$ cat config.mk
export PLATFORM = sky130hd
export DESIGN_NAME = sha256_byte_stream_hasher
export DESIGN_NICKNAME = d
export VERILOG_FILES = /design/src/sv/sha256_pkg.sv /design/src/sv/sha256_round.sv /design/src/sv/sha256_byte_stream_hasher.sv
export SDC_FILE = /design/constraint.sdc
export NUM_CORES = 2
export LEC_CHECK = 0
export ABC_AREA = 0
export BUFFER_PORTS_ARGS = -buffer_cell sky130_fd_sc_hd__clkbuf_2
export CAP_MARGIN = 20
export CORE_UTILIZATION = 55
export CTS_CLUSTER_DIAMETER = 200
export DETAILED_ROUTE_END_ITERATION = 16
export PLACE_DENSITY = 0.72
export SLEW_MARGIN = 20
export SYNTH_ARGS = -nofsm -noshare
export SYNTH_HDL_FRONTEND = slang
export SYNTH_SLANG_ARGS = --single-unit
export TNS_END_PERCENT = 20
$ cat constraint.sdc
create_clock -name clk -period 15.34 [get_ports clk]
set_clock_uncertainty 0.05 [all_clocks]
set_input_delay 0 -clock clk [delete_from_list [all_inputs] [get_ports clk]]
set_output_delay 0 -clock clk [all_outputs]
set_load 0.005 [all_outputs]
$ cat src/sv/sha256_pkg.sv
// Package for the SHA-256 byte stream hasher: sequencer states, constants and
// the round-constant and initial-hash lookup functions. No dependencies.
`default_nettype none
package sha256_pkg;

    typedef enum logic [2:0] {
        ST_IDLE,
        ST_LOAD,
        ST_ROUND,
        ST_ADD,
        ST_PAD,
        ST_OUT
    } seq_state_t;

    localparam logic [7:0] PAD_BYTE  = 8'h80;
    localparam logic [5:0] LEN_START = 6'd56;

    function automatic logic [31:0] round_k(input logic [5:0] idx);
        logic [31:0] k;
        case (idx)
            6'd0:  k = 32'h428A2F98; 6'd1:  k = 32'h71374491; 6'd2:  k = 32'hB5C0FBCF;
            6'd3:  k = 32'hE9B5DBA5; 6'd4:  k = 32'h3956C25B; 6'd5:  k = 32'h59F111F1;
            6'd6:  k = 32'h923F82A4; 6'd7:  k = 32'hAB1C5ED5; 6'd8:  k = 32'hD807AA98;
            6'd9:  k = 32'h12835B01; 6'd10: k = 32'h243185BE; 6'd11: k = 32'h550C7DC3;
            6'd12: k = 32'h72BE5D74; 6'd13: k = 32'h80DEB1FE; 6'd14: k = 32'h9BDC06A7;
            6'd15: k = 32'hC19BF174; 6'd16: k = 32'hE49B69C1; 6'd17: k = 32'hEFBE4786;
            6'd18: k = 32'h0FC19DC6; 6'd19: k = 32'h240CA1CC; 6'd20: k = 32'h2DE92C6F;
            6'd21: k = 32'h4A7484AA; 6'd22: k = 32'h5CB0A9DC; 6'd23: k = 32'h76F988DA;
            6'd24: k = 32'h983E5152; 6'd25: k = 32'hA831C66D; 6'd26: k = 32'hB00327C8;
            6'd27: k = 32'hBF597FC7; 6'd28: k = 32'hC6E00BF3; 6'd29: k = 32'hD5A79147;
            6'd30: k = 32'h06CA6351; 6'd31: k = 32'h14292967; 6'd32: k = 32'h27B70A85;
            6'd33: k = 32'h2E1B2138; 6'd34: k = 32'h4D2C6DFC; 6'd35: k = 32'h53380D13;
            6'd36: k = 32'h650A7354; 6'd37: k = 32'h766A0ABB; 6'd38: k = 32'h81C2C92E;
            6'd39: k = 32'h92722C85; 6'd40: k = 32'hA2BFE8A1; 6'd41: k = 32'hA81A664B;
            6'd42: k = 32'hC24B8B70; 6'd43: k = 32'hC76C51A3; 6'd44: k = 32'hD192E819;
            6'd45: k = 32'hD6990624; 6'd46: k = 32'hF40E3585; 6'd47: k = 32'h106AA070;
            6'd48: k = 32'h19A4C116; 6'd49: k = 32'h1E376C08; 6'd50: k = 32'h2748774C;
            6'd51: k = 32'h34B0BCB5; 6'd52: k = 32'h391C0CB3; 6'd53: k = 32'h4ED8AA4A;
            6'd54: k = 32'h5B9CCA4F; 6'd55: k = 32'h682E6FF3; 6'd56: k = 32'h748F82EE;
            6'd57: k = 32'h78A5636F; 6'd58: k = 32'h84C87814; 6'd59: k = 32'h8CC70208;
            6'd60: k = 32'h90BEFFFA; 6'd61: k = 32'hA4506CEB; 6'd62: k = 32'hBEF9A3F7;
            default: k = 32'hC67178F2;
        endcase
        return k;
    endfunction

    function automatic logic [31:0] init_h(input logic [2:0] idx);
        logic [31:0] h;
        case (idx)
            3'd0: h = 32'h6A09E667; 3'd1: h = 32'hBB67AE85;
            3'd2: h = 32'h3C6EF372; 3'd3: h = 32'hA54FF53A;
            3'd4: h = 32'h510E527F; 3'd5: h = 32'h9B05688C;
            3'd6: h = 32'h1F83D9AB; default: h = 32'h5BE0CD19;
        endcase
        return h;
    endfunction

endpackage
`default_nettype wire

$ cat src/sv/sha256_round.sv
// One SHA-256 round and one message schedule step, purely combinational.
// Depends on sha256_pkg for nothing but the shared house conventions.
`default_nettype none
module sha256_round
    import sha256_pkg::*;
(
    input  wire logic [255:0] vars_in,
    input  wire logic [31:0]  w,
    input  wire logic [31:0]  k,
    input  wire logic [31:0]  w16,
    input  wire logic [31:0]  w15,
    input  wire logic [31:0]  w7,
    input  wire logic [31:0]  w2,
    output logic      [255:0] vars_out,
    output logic      [31:0]  w_new
);
    logic [31:0] a, b, c, d, e, f, g, h, t1, t2, s0, s1;

    always_comb
    begin
        {a, b, c, d, e, f, g, h} = vars_in;
        t1 = h + ({e[5:0], e[31:6]} ^ {e[10:0], e[31:11]} ^ {e[24:0], e[31:25]})
               + ((e & f) ^ (~e & g)) + k + w;
        t2 = ({a[1:0], a[31:2]} ^ {a[12:0], a[31:13]} ^ {a[21:0], a[31:22]})
               + ((a & b) ^ (a & c) ^ (b & c));
        vars_out = {t1 + t2, a, b, c, d + t1, e, f, g};
        s0 = {w15[6:0], w15[31:7]} ^ {w15[17:0], w15[31:18]} ^ (w15 >> 3);
        s1 = {w2[16:0], w2[31:17]} ^ {w2[18:0], w2[31:19]} ^ (w2 >> 10);
        w_new = w16 + s0 + w7 + s1;
    end
endmodule
`default_nettype wire

$ cat src/sv/sha256_byte_stream_hasher.sv
// Each transaction carries at most one byte. A byte that fills a 64-byte block stalls the
// input while the block is compressed (a load, the rounds of the shared round unit, an
// add); other transactions leave the input ready. A last transaction pads and compresses
// one more block when the length fits in the current block, two when it needs a second
// block, or, when its byte itself filled the block, that block and then a padded one; the
// digest is then offered and must be taken before the next input.
`default_nettype none
module sha256_byte_stream_hasher
    import sha256_pkg::*;
(
    input  wire logic         clk,
    input  wire logic         rst_n,
    input  wire logic         s_tvalid,
    output logic              s_tready,
    input  wire logic [7:0]   s_tdata,   // data_byte
    input  wire logic         s_tuser,   // has_byte
    input  wire logic         s_tlast,   // last_item
    output logic              m_tvalid,
    input  wire logic         m_tready,
    output logic      [255:0] m_tdata    // digest_part0, part1, part2, part3
);
    seq_state_t  state_reg, state_next;
    logic [31:0] hash_reg [8];
    logic [31:0] win_reg [16];
    logic [255:0] vars_reg, vars_rnd;
    logic [6:0]  fill_reg;
    logic [63:0] count_reg;
    logic [5:0]  round_reg;
    logic        final_reg, mark_reg, len_reg;
    logic [31:0] w_sched, w_cur;
    logic [63:0] bits;
    logic        acc;

    assign acc = s_tvalid && s_tready;
    assign s_tready = (state_reg == ST_IDLE);
    assign m_tvalid = (state_reg == ST_OUT);
    assign m_tdata = {hash_reg[6], hash_reg[7], hash_reg[4], hash_reg[5],
                      hash_reg[2], hash_reg[3], hash_reg[0], hash_reg[1]};
    assign bits = {count_reg[60:0], 3'b000};
    assign w_cur = (round_reg[5:4] == 2'b00) ? win_reg[round_reg[3:0]] : w_sched;

    sha256_round u_round (
        .vars_in (vars_reg),
        .w       (w_cur),
        .k       (round_k(round_reg)),
        .w16     (win_reg[round_reg[3:0]]),
        .w15     (win_reg[round_reg[3:0] + 4'd1]),
        .w7      (win_reg[round_reg[3:0] + 4'd9]),
        .w2      (win_reg[round_reg[3:0] + 4'd14]),
        .vars_out(vars_rnd),
        .w_new   (w_sched)
    );

    always_comb
    begin
        state_next = state_reg;
        case (state_reg)
            ST_IDLE:
            begin
                if (acc)
                begin
                    if (s_tuser && fill_reg == 7'd63)
                        state_next = ST_LOAD;
                    else if (s_tlast)
                        state_next = ST_PAD;
                end
            end
            ST_PAD:   state_next = ST_LOAD;
            ST_LOAD:  state_next = ST_ROUND;
            ST_ROUND: if (round_reg == 6'd63) state_next = ST_ADD;
            ST_ADD:
            begin
                if (!final_reg)
                    state_next = ST_IDLE;
                else if (len_reg)
                    state_next = ST_OUT;
                else
                    state_next = ST_PAD;
            end
            ST_OUT:   if (m_tready) state_next = ST_IDLE;
            default:  state_next = ST_IDLE;
        endcase
    end

    always_ff @(posedge clk or negedge rst_n)
    begin
        if (!rst_n)
        begin
            state_reg <= ST_IDLE;
            fill_reg  <= '0;
            count_reg <= '0;
            round_reg <= '0;
            final_reg <= 1'b0;
            mark_reg  <= 1'b0;
            len_reg   <= 1'b0;
            for (int i = 0; i < 8; i++)
                hash_reg[i] <= init_h(3'(i));
        end
        else
        begin
            state_reg <= state_next;
            case (state_reg)
                ST_IDLE:
                begin
                    if (acc)
                    begin
                        final_reg <= s_tlast;
                        mark_reg  <= 1'b0;
                        len_reg   <= 1'b0;
                        if (s_tuser)
                        begin
                            count_reg <= count_reg + 64'd1;
                            fill_reg  <= (fill_reg == 7'd63) ? 7'd0 : fill_reg + 7'd1;
                        end
                    end
                end
                ST_PAD:
                begin
                    mark_reg <= 1'b1;
                    len_reg  <= mark_reg || (fill_reg[5:0] < LEN_START);
                end
                ST_LOAD:
                begin
                    round_reg <= '0;
                end
                ST_ROUND:
                begin
                    round_reg <= round_reg + 6'd1;
                end
                ST_ADD:
                begin
                    for (int i = 0; i < 8; i++)
                        hash_reg[i] <= hash_reg[i] + vars_reg[255 - 32*i -: 32];
                end
                ST_OUT:
                begin
                    if (m_tready)
                    begin
                        fill_reg  <= '0;
                        count_reg <= '0;
                        final_reg <= 1'b0;
                        mark_reg  <= 1'b0;
                        len_reg   <= 1'b0;
                        for (int i = 0; i < 8; i++)
                            hash_reg[i] <= init_h(3'(i));
                    end
                end
                default:
                begin
                end
            endcase
        end
    end

    // Message bytes go straight into the schedule window, big-endian within each word.
    // The pad pass places the 0x80 byte once, clears the rest and adds the bit length
    // when it fits in the block being built.
    always_ff @(posedge clk)
    begin
        case (state_reg)
            ST_IDLE:
            begin
                if (acc && s_tuser)
                    win_reg[fill_reg[5:2]][{~fill_reg[1:0], 3'b000} +: 8] <= s_tdata;
            end
            ST_LOAD:
            begin
                vars_reg <= {hash_reg[0], hash_reg[1], hash_reg[2], hash_reg[3],
                             hash_reg[4], hash_reg[5], hash_reg[6], hash_reg[7]};
            end
            ST_ROUND:
            begin
                vars_reg <= vars_rnd;
                if (round_reg[5:4] != 2'b00)
                    win_reg[round_reg[3:0]] <= w_sched;
            end
            ST_PAD:
            begin
                for (int j = 0; j < 64; j++)
                begin
                    if (!mark_reg && 6'(j) == fill_reg[5:0])
                        win_reg[4'(j >> 2)][8*(3 - (j & 3)) +: 8] <= PAD_BYTE;
                    else if (6'(j) >= LEN_START
                             && (mark_reg || fill_reg[5:0] < LEN_START))
                        win_reg[4'(j >> 2)][8*(3 - (j & 3)) +: 8] <= bits[8*(63-j) +: 8];
                    else if (mark_reg || 6'(j) > fill_reg[5:0])
                        win_reg[4'(j >> 2)][8*(3 - (j & 3)) +: 8] <= 8'h00;
                end
            end
            default:
            begin
            end
        endcase
    end
endmodule
`default_nettype wire

Word-level counts from Yosys, hierarchy flattened. Memories as Yosys holds them, arrays and structs flattened. Index checks and enable logic that the tools add are counted.

Register bits after elaboration: 595. Latch bits: 0. RAM bits: 512. Memory bits (read-only): 2048. Output and inout port bits: 258. Memories: 2.

Add/sub/neg operators: 25. Multiply operators: 0. Divide/modulo/power cells: 0. Order comparisons: 65. Equality and inequality tests: 75. Shift-type cells: 2. Mux-type cells: 593. Bitwise operators: 90. Reductions and logical operators: 148.

Memory list: (no name shown) (depth 64, bits a word 32, read ports 1, clocked after Yosys merged registers in 0, write ports 0, line sha256_pkg.sv:20) `case (idx)`; win_reg (depth 16, bits a word 32, read ports 4, clocked after Yosys merged registers in 0, write ports 16, line sha256_byte_stream_hasher.sv:24) `logic [31:0] win_reg [16];`.

Operators by type and width (number): case mux 256 bit (2 select lines) (2); adder 32 bit (18); 2-to-1 mux 8 bit (72); 2-to-1 mux 1 bit (490); XOR 32 bit (9); 2-to-1 mux 256 bit (1); equality test 6 bit (first input constant) (32); greater-than comparator 6 bit (first input constant) (32); 2-to-1 mux 32 bit (6); 2-to-1 mux 64 bit (3); bitwise AND 32 bit (5); case mux 64 bit (2 select lines) (1); equality test 5 x 6 -> 1 bit (first input constant) (16); greater-than comparator 5 x 6 -> 1 bit (first input constant) (16); OR 1 bit (72); logical AND 1 bit (67); logical OR 1 bit (65); adder 64 x 1 -> 64 bit (second input constant) (1); OR reduction 32 bit (2); equality test 4 x 6 -> 1 bit (first input constant) (8); greater-than comparator 4 x 6 -> 1 bit (first input constant) (8); NOT 32 bit (1); variable shift 8 x 7 -> 32 bit (first input constant) (1); variable part select 8 x 7 -> 32 bit (1); 40 further kinds (69).

Longest topological paths before layout. An unclocked memory read counts as a cell.

Word-level depth: 11. Gate-level depth with buffers: 56.

Modules after synthesis. Synthesis repeated with hierarchy kept, for this count alone.

Cells, all modules: 9283. Area, all modules: 86254.0 um^2.

By module, submodules not included: sha256_byte_stream_hasher (times used 1, cells each 7381, area an instance 70910.5 um^2, seq. area each 27676.5 um^2); sha256_round (times used 1, cells each 1902, area an instance 15343.5 um^2, seq. area each 0.0 um^2).

Least setup slack after synthesis. OpenSTA, ideal clock, no wires.

Kind: reg2reg. From: reg round_reg[1]. To: reg vars_reg[255], data pin. Library setup time: 0.264 ns. Arrival time: 12.784 ns. Slack: 2.242 ns. Stages on the path, launching flop included: 53. Clock period less this slack: 13.098 ns. Cell sequence: dfrtp_1 > clkbuf_1 > inv_2 > clkbuf_1 > clkbuf_1 > clkbuf_1 > clkbuf_1 > buf_1 > ha_1 > clkbuf_1 > buf_2 > buf_2 > buf_1 > mux4_2 > mux4_2 > xnor2_1 > fa_1 > inv_1 > [... 17 more ...] > a21o_1 > o41ai_1 > o21ai_0 > nand2_1 > nand2b_1 > a21oi_1 > xnor2_1 > fa_1 > ha_1 > a21o_1 > o21bai_1 > a31oi_1 > o21ai_0 > o41ai_1 > nor2_1 > a211oi_1 > xor2_1 > o21ai_1.

Longest elaborated chain between the ends: 11. Elaborated cells on any way between the ends: 17.

Ends and longest elaborated chain: from (decl) (line sha256_byte_stream_hasher.sv:28) `logic [5:0] round_reg;`; from (signal assigned) (line sha256_byte_stream_hasher.sv:128) `round_reg <= round_reg + 6'd1;`; adder 4 x 1 -> 4 bit (line sha256_byte_stream_hasher.sv:47) `.w15 (win_reg[round_reg[3:0] + 4'd1]),`; memory read (16 x 32 bit); XOR 32 bit (line sha256_round.sv:27) `s0 = {w15[6:0], w15[31:7]} ^ {w15[17:0], w15[31:18]} ^ (w15 >> 3);`; XOR 32 x 29 -> 32 bit (line sha256_round.sv:27); adder 32 bit (3 in series) (line sha256_round.sv:29) `w_new = w16 + s0 + w7 + s1;`; 2-to-1 mux 32 bit (line sha256_byte_stream_hasher.sv:40) `assign w_cur = (round_reg[5:4] == 2'b00) ? win_reg[round_reg[3:0]] : w_sched;`; adder 32 bit * (line sha256_round.sv:23) `+ ((e & f) ^ (~e & g)) + k + w;`; adder 32 bit * (line sha256_round.sv:26) `vars_out = {t1 + t2, a, b, c, d + t1, e, f, g};`; case mux 256 bit (2 select lines) * (line sha256_byte_stream_hasher.sv:160) `case (state_reg)`; to (signal assigned) (line sha256_byte_stream_hasher.sv:168) `vars_reg <= {hash_reg[0], hash_reg[1], hash_reg[2], hash_reg[3],`; to (signal assigned) (line sha256_byte_stream_hasher.sv:173) `vars_reg <= vars_rnd;`; to (decl) (line sha256_byte_stream_hasher.sv:25) `logic [255:0] vars_reg, vars_rnd;`.

Mark *: on every way between the ends. The rest lies on a longest branch, timed or not. A chain may end at the register's enable or synchronous reset.

Worst setup path in the final report.
From: reg round_reg[0]. To: reg vars_reg[255], data pin.

The elaborated chain is that of the path after synthesis.

==> metrics.md <==
| Metric | Value |
|---|---|
| Slew Limit Fails | `0` |
| CTS resizes | `0` |
| RSZ-0062 raised after global routing | `false` |
| Synth area leader | `edfxtp_1` |
| DP HPWL | `~270000 um` |
| Die ar. | `~150000 um^2` |
| Worst r2r src | `round_reg[0]` |
| Max clock buf depth | `3` |
| Worst-Skew Late Latency | `between 800 and 900 ps` |
| Synth warn | `0` |
| Rows | `around 140` |
| Worst Reg-to-Reg Cells | `42` |
| Vias post-DR | `77604` |
| Total track usage | `between 40% and 50%` |
| Root Driver | `clkbuf_16` |
| Top cell type's share of synthesized area | `a little over an eighth` |
| H-Tree Depth | `3` |
| First-pass GRT wire length | `521000 um` |
| Max FFs per register | `512` |
| Most common cell type on the critical path | `fa_1` |
| Fill cells | `roughly 13000` |
| Yosys cell types | `approximately 100` |
| Worst path slowest cell | `dfrtp_4` |
| Die Span Y | `just under 400 um` |
| FF/Latch Area | `between 20000 and 30000 um^2` |
| WHS Endpoint | `win_reg[14][31]` |
| Fin Setup TNS | `0 ps` |
| Routed wire length | `approximately 370000 um` |
| Max Cap Viol | `0` |
| Ys async rst share | `30.4%` |
| Worst path buffer plus inverter count | `4` |
| DRT antenna net count | `0` |
| Worst slew pin tran | `1290 ps` |
| Synthesized area | `roughly 83000 um^2` |
| R2R Setup Slk | `between 1500 and 2000 ps` |
| Slew margin rel. | `around 14%` |
| Antenna violations before repair | `15` |
| # IOs | `272` |
| Iteration-0 DRC Markers | `~11000` |
| Crit path required time | `15830 ps` |
| Core Region | `149000 um^2` |
| Number of cells on the worst hold path | `4` |
| # Post-CTS Setup Buffers | `0` |
| Max incr delay on CP | `roughly 840 ps` |
| Port Buffers | `271` |
| CP max FO | `75` |
| Synthesized flop and latch total | `roughly 1100` |
| # DRC | `0` |
| Multi-input gate area | `51700 um^2` |
| GRT overflow | `0` |
| CTS tree | `yes` |
| DR pass1 iterations | `9` |
| Period minus WS final | `13460 ps` |
| HP Class | `in2reg` |
| Crit path max-delay family | `compound AO/OA/AOI/OAI gates` |
| Total CTS buffers | `approximately 120` |
| Hold path startpoint | `s_tdata[7]` |
| Worst R2R End | `vars_reg[255]` |
| CP Class | `reg2reg` |
| Syn avg cell area | `between 9 and 10 um^2` |
| Nets | `slightly below 10000` |
| Run status | `finished, final reports clean` |
| Clock-pin slew on the worst setup and hold paths | `~70 ps` |
| Average wire per standard cell | `~33 um` |
| Synth Net Count | `around 9700` |
| Synth area leaders | `edfxtp_1 14%, dfxtp_1 9.6%, mux4_2 8.0%` |
| Hold Fails Final Rpt | `0` |
| Sequential area share after synthesis | `approximately a third` |
| Largest net degree at the start of global routing | `around 140` |
| Synthesized instance count | `~9000` |
| Fin crit share | `a little under 90%` |
| Area growth, synth to finish | `9.54%` |
| Via count of the first global-routing pass | `about 73000` |
| Final setup fails | `0` |
| Layout cell share with drive strength beyond 1 | `13.1%` |
| Die W | `a little under 400 um` |
| CTS Sinks | `approximately 1100` |
| Startpoint types | `flop` |
| Initial Util | `55.7%` |
| Fmax | `around 74 MHz` |
| Final Wtd Congestion | `about 1.1` |
| Worst endpoint data arrival time | `between 10000 and 15000 ps` |
| Setup crit end kind | `flop` |
| Vias/cell | `6.90` |
| Post-synth top flop | `dfxtp_1` |
| Post-synth EDFFs | `roughly 370` |
[stage by stage]
stage	std cells	utilization [%]	hold WS, ps	setup WS, ps	area (um^2)
4_1_cts	11230	61.0	6.63	2090	90600
5_1_grt	11232	61.0	25.3	1120	90600
3_5_place_dp	10985	58.0	-29.4	2090	86100
3_3_place_gp	10985	57.9	-44.3	2200	86100
6_report	11240	61.0	51.7	1880	90600
2_1_floorplan	9085	-	-346	2240	82700
[worst max path at each step]
stage,from,end,slack (ps),cells past startpoint
after global placement,round_reg[0],vars_reg[255],2200,42
after detailed placement,round_reg[0],vars_reg[255],2090,42
after global routing,round_reg[0],vars_reg[255],1120,43
final,round_reg[0],vars_reg[255],1880,42
after floorplan,round_reg[1],vars_reg[255],2240,52
after CTS,round_reg[0],vars_reg[255],2090,42
[worst register-to-register path: cells and delay by family, from the launching register on]
| kind | cells | cell delay, ps |
|---|---|---|
| flops | 1 | 840 |
| fa+ha+maj | 8 | 3400 |
| mux | 3 | 1460 |
| xor+xnor | 5 | 1080 |
| buf+inv | 4 | 1470 |
| simple gates | 4 | 430 |
| compound gates | 18 | 4450 |
[synth_stat cells, types with 136 or more instances]
| cell | instances |
|---|---|
| dfrtp_1 | 200 |
| nor2b_1 | 143 |
| edfxtp_1 | 372 |
| clkbuf_1 | 411 |
| nand3_1 | 335 |
| a21o_1 | 191 |
| nor2_1 | 506 |
| a21oi_1 | 603 |
| o21ai_0 | 796 |
| xor2_1 | 250 |
| a211oi_1 | 170 |
| nand2_1 | 1329 |
| dfstp_2 | 136 |
| inv_1 | 389 |
| ha_1 | 408 |
| mux4_2 | 295 |
| xnor2_1 | 372 |
| mux2i_1 | 187 |
| fa_1 | 196 |
| dfxtp_1 | 396 |
| nor3_1 | 139 |
[cell usage in the layout, fill, tap and decap left out, types with 270 or more instances in the layout]
| master | synthesis | routed |
|---|---|---|
| a21oi_1 | 603 | 594 |
| nand2_1 | 1329 | 1325 |
| dfxtp_1 | 396 | 396 |
| clkbuf_2 | 0 | 270 |
| o21ai_0 | 796 | 790 |
| inv_1 | 389 | 388 |
| nand3_1 | 335 | 335 |
| ha_1 | 408 | 404 |
| nor2_1 | 506 | 498 |
| edfxtp_1 | 372 | 372 |
| mux4_2 | 295 | 295 |
| xnor2_1 | 372 | 372 |
[layer usage]
metal	up-vias	part of all wire [%]	global-route usage, %
li1	32873	-	-
met2	5742	42	69.2
met3	1393	13	13.9
met1	37590	36	59.3
met5	-	0.011	0
met4	6	9.2	35.5
[cells by family (layout without fill, tap and decap cells)]
| kind of cell | count (synthesis) | in the layout | synth area share [%] |
|---|---|---|---|
| flip-flops | 1104 | 1104 | 33.5 |
| other | 0 | 10 | 0 |
| AND/OR/NAND/NOR | 2740 | 2740 | 14.6 |
| multiplexers | 510 | 510 | 10.7 |
| AO/OA/AOI/OAI | 2532 | 2532 | 19.0 |
| buffers and inverters | 942 | 1085 | 4.41 |
| adder cells (fa/ha/maj) | 634 | 634 | 11.3 |
| XOR/XNOR | 623 | 623 | 6.62 |
[cell type report]
type / instances / share of cell area (%)
well taps: 2002 / 2.76
diodes: 10 / 0.0276
multi-input cells: 7039 / 57.0
inverters: 397 / 1.66
clock buffers: 158 / 3.72
clock inverters: 73 / 1.06
repair buffers: 457 / 3.19
flip-flops and latches: 1104 / 30.6
[repair_timing]
action | CTS | global route
setup endpoints to repair | 0 | 0
hold buffers | 14 | 0
hold endpoints to repair | 180 | 0
Power is left out: the tool's default activity adds up to more than one toggle a clock period on the data nets, which glitch-free logic cannot reach.
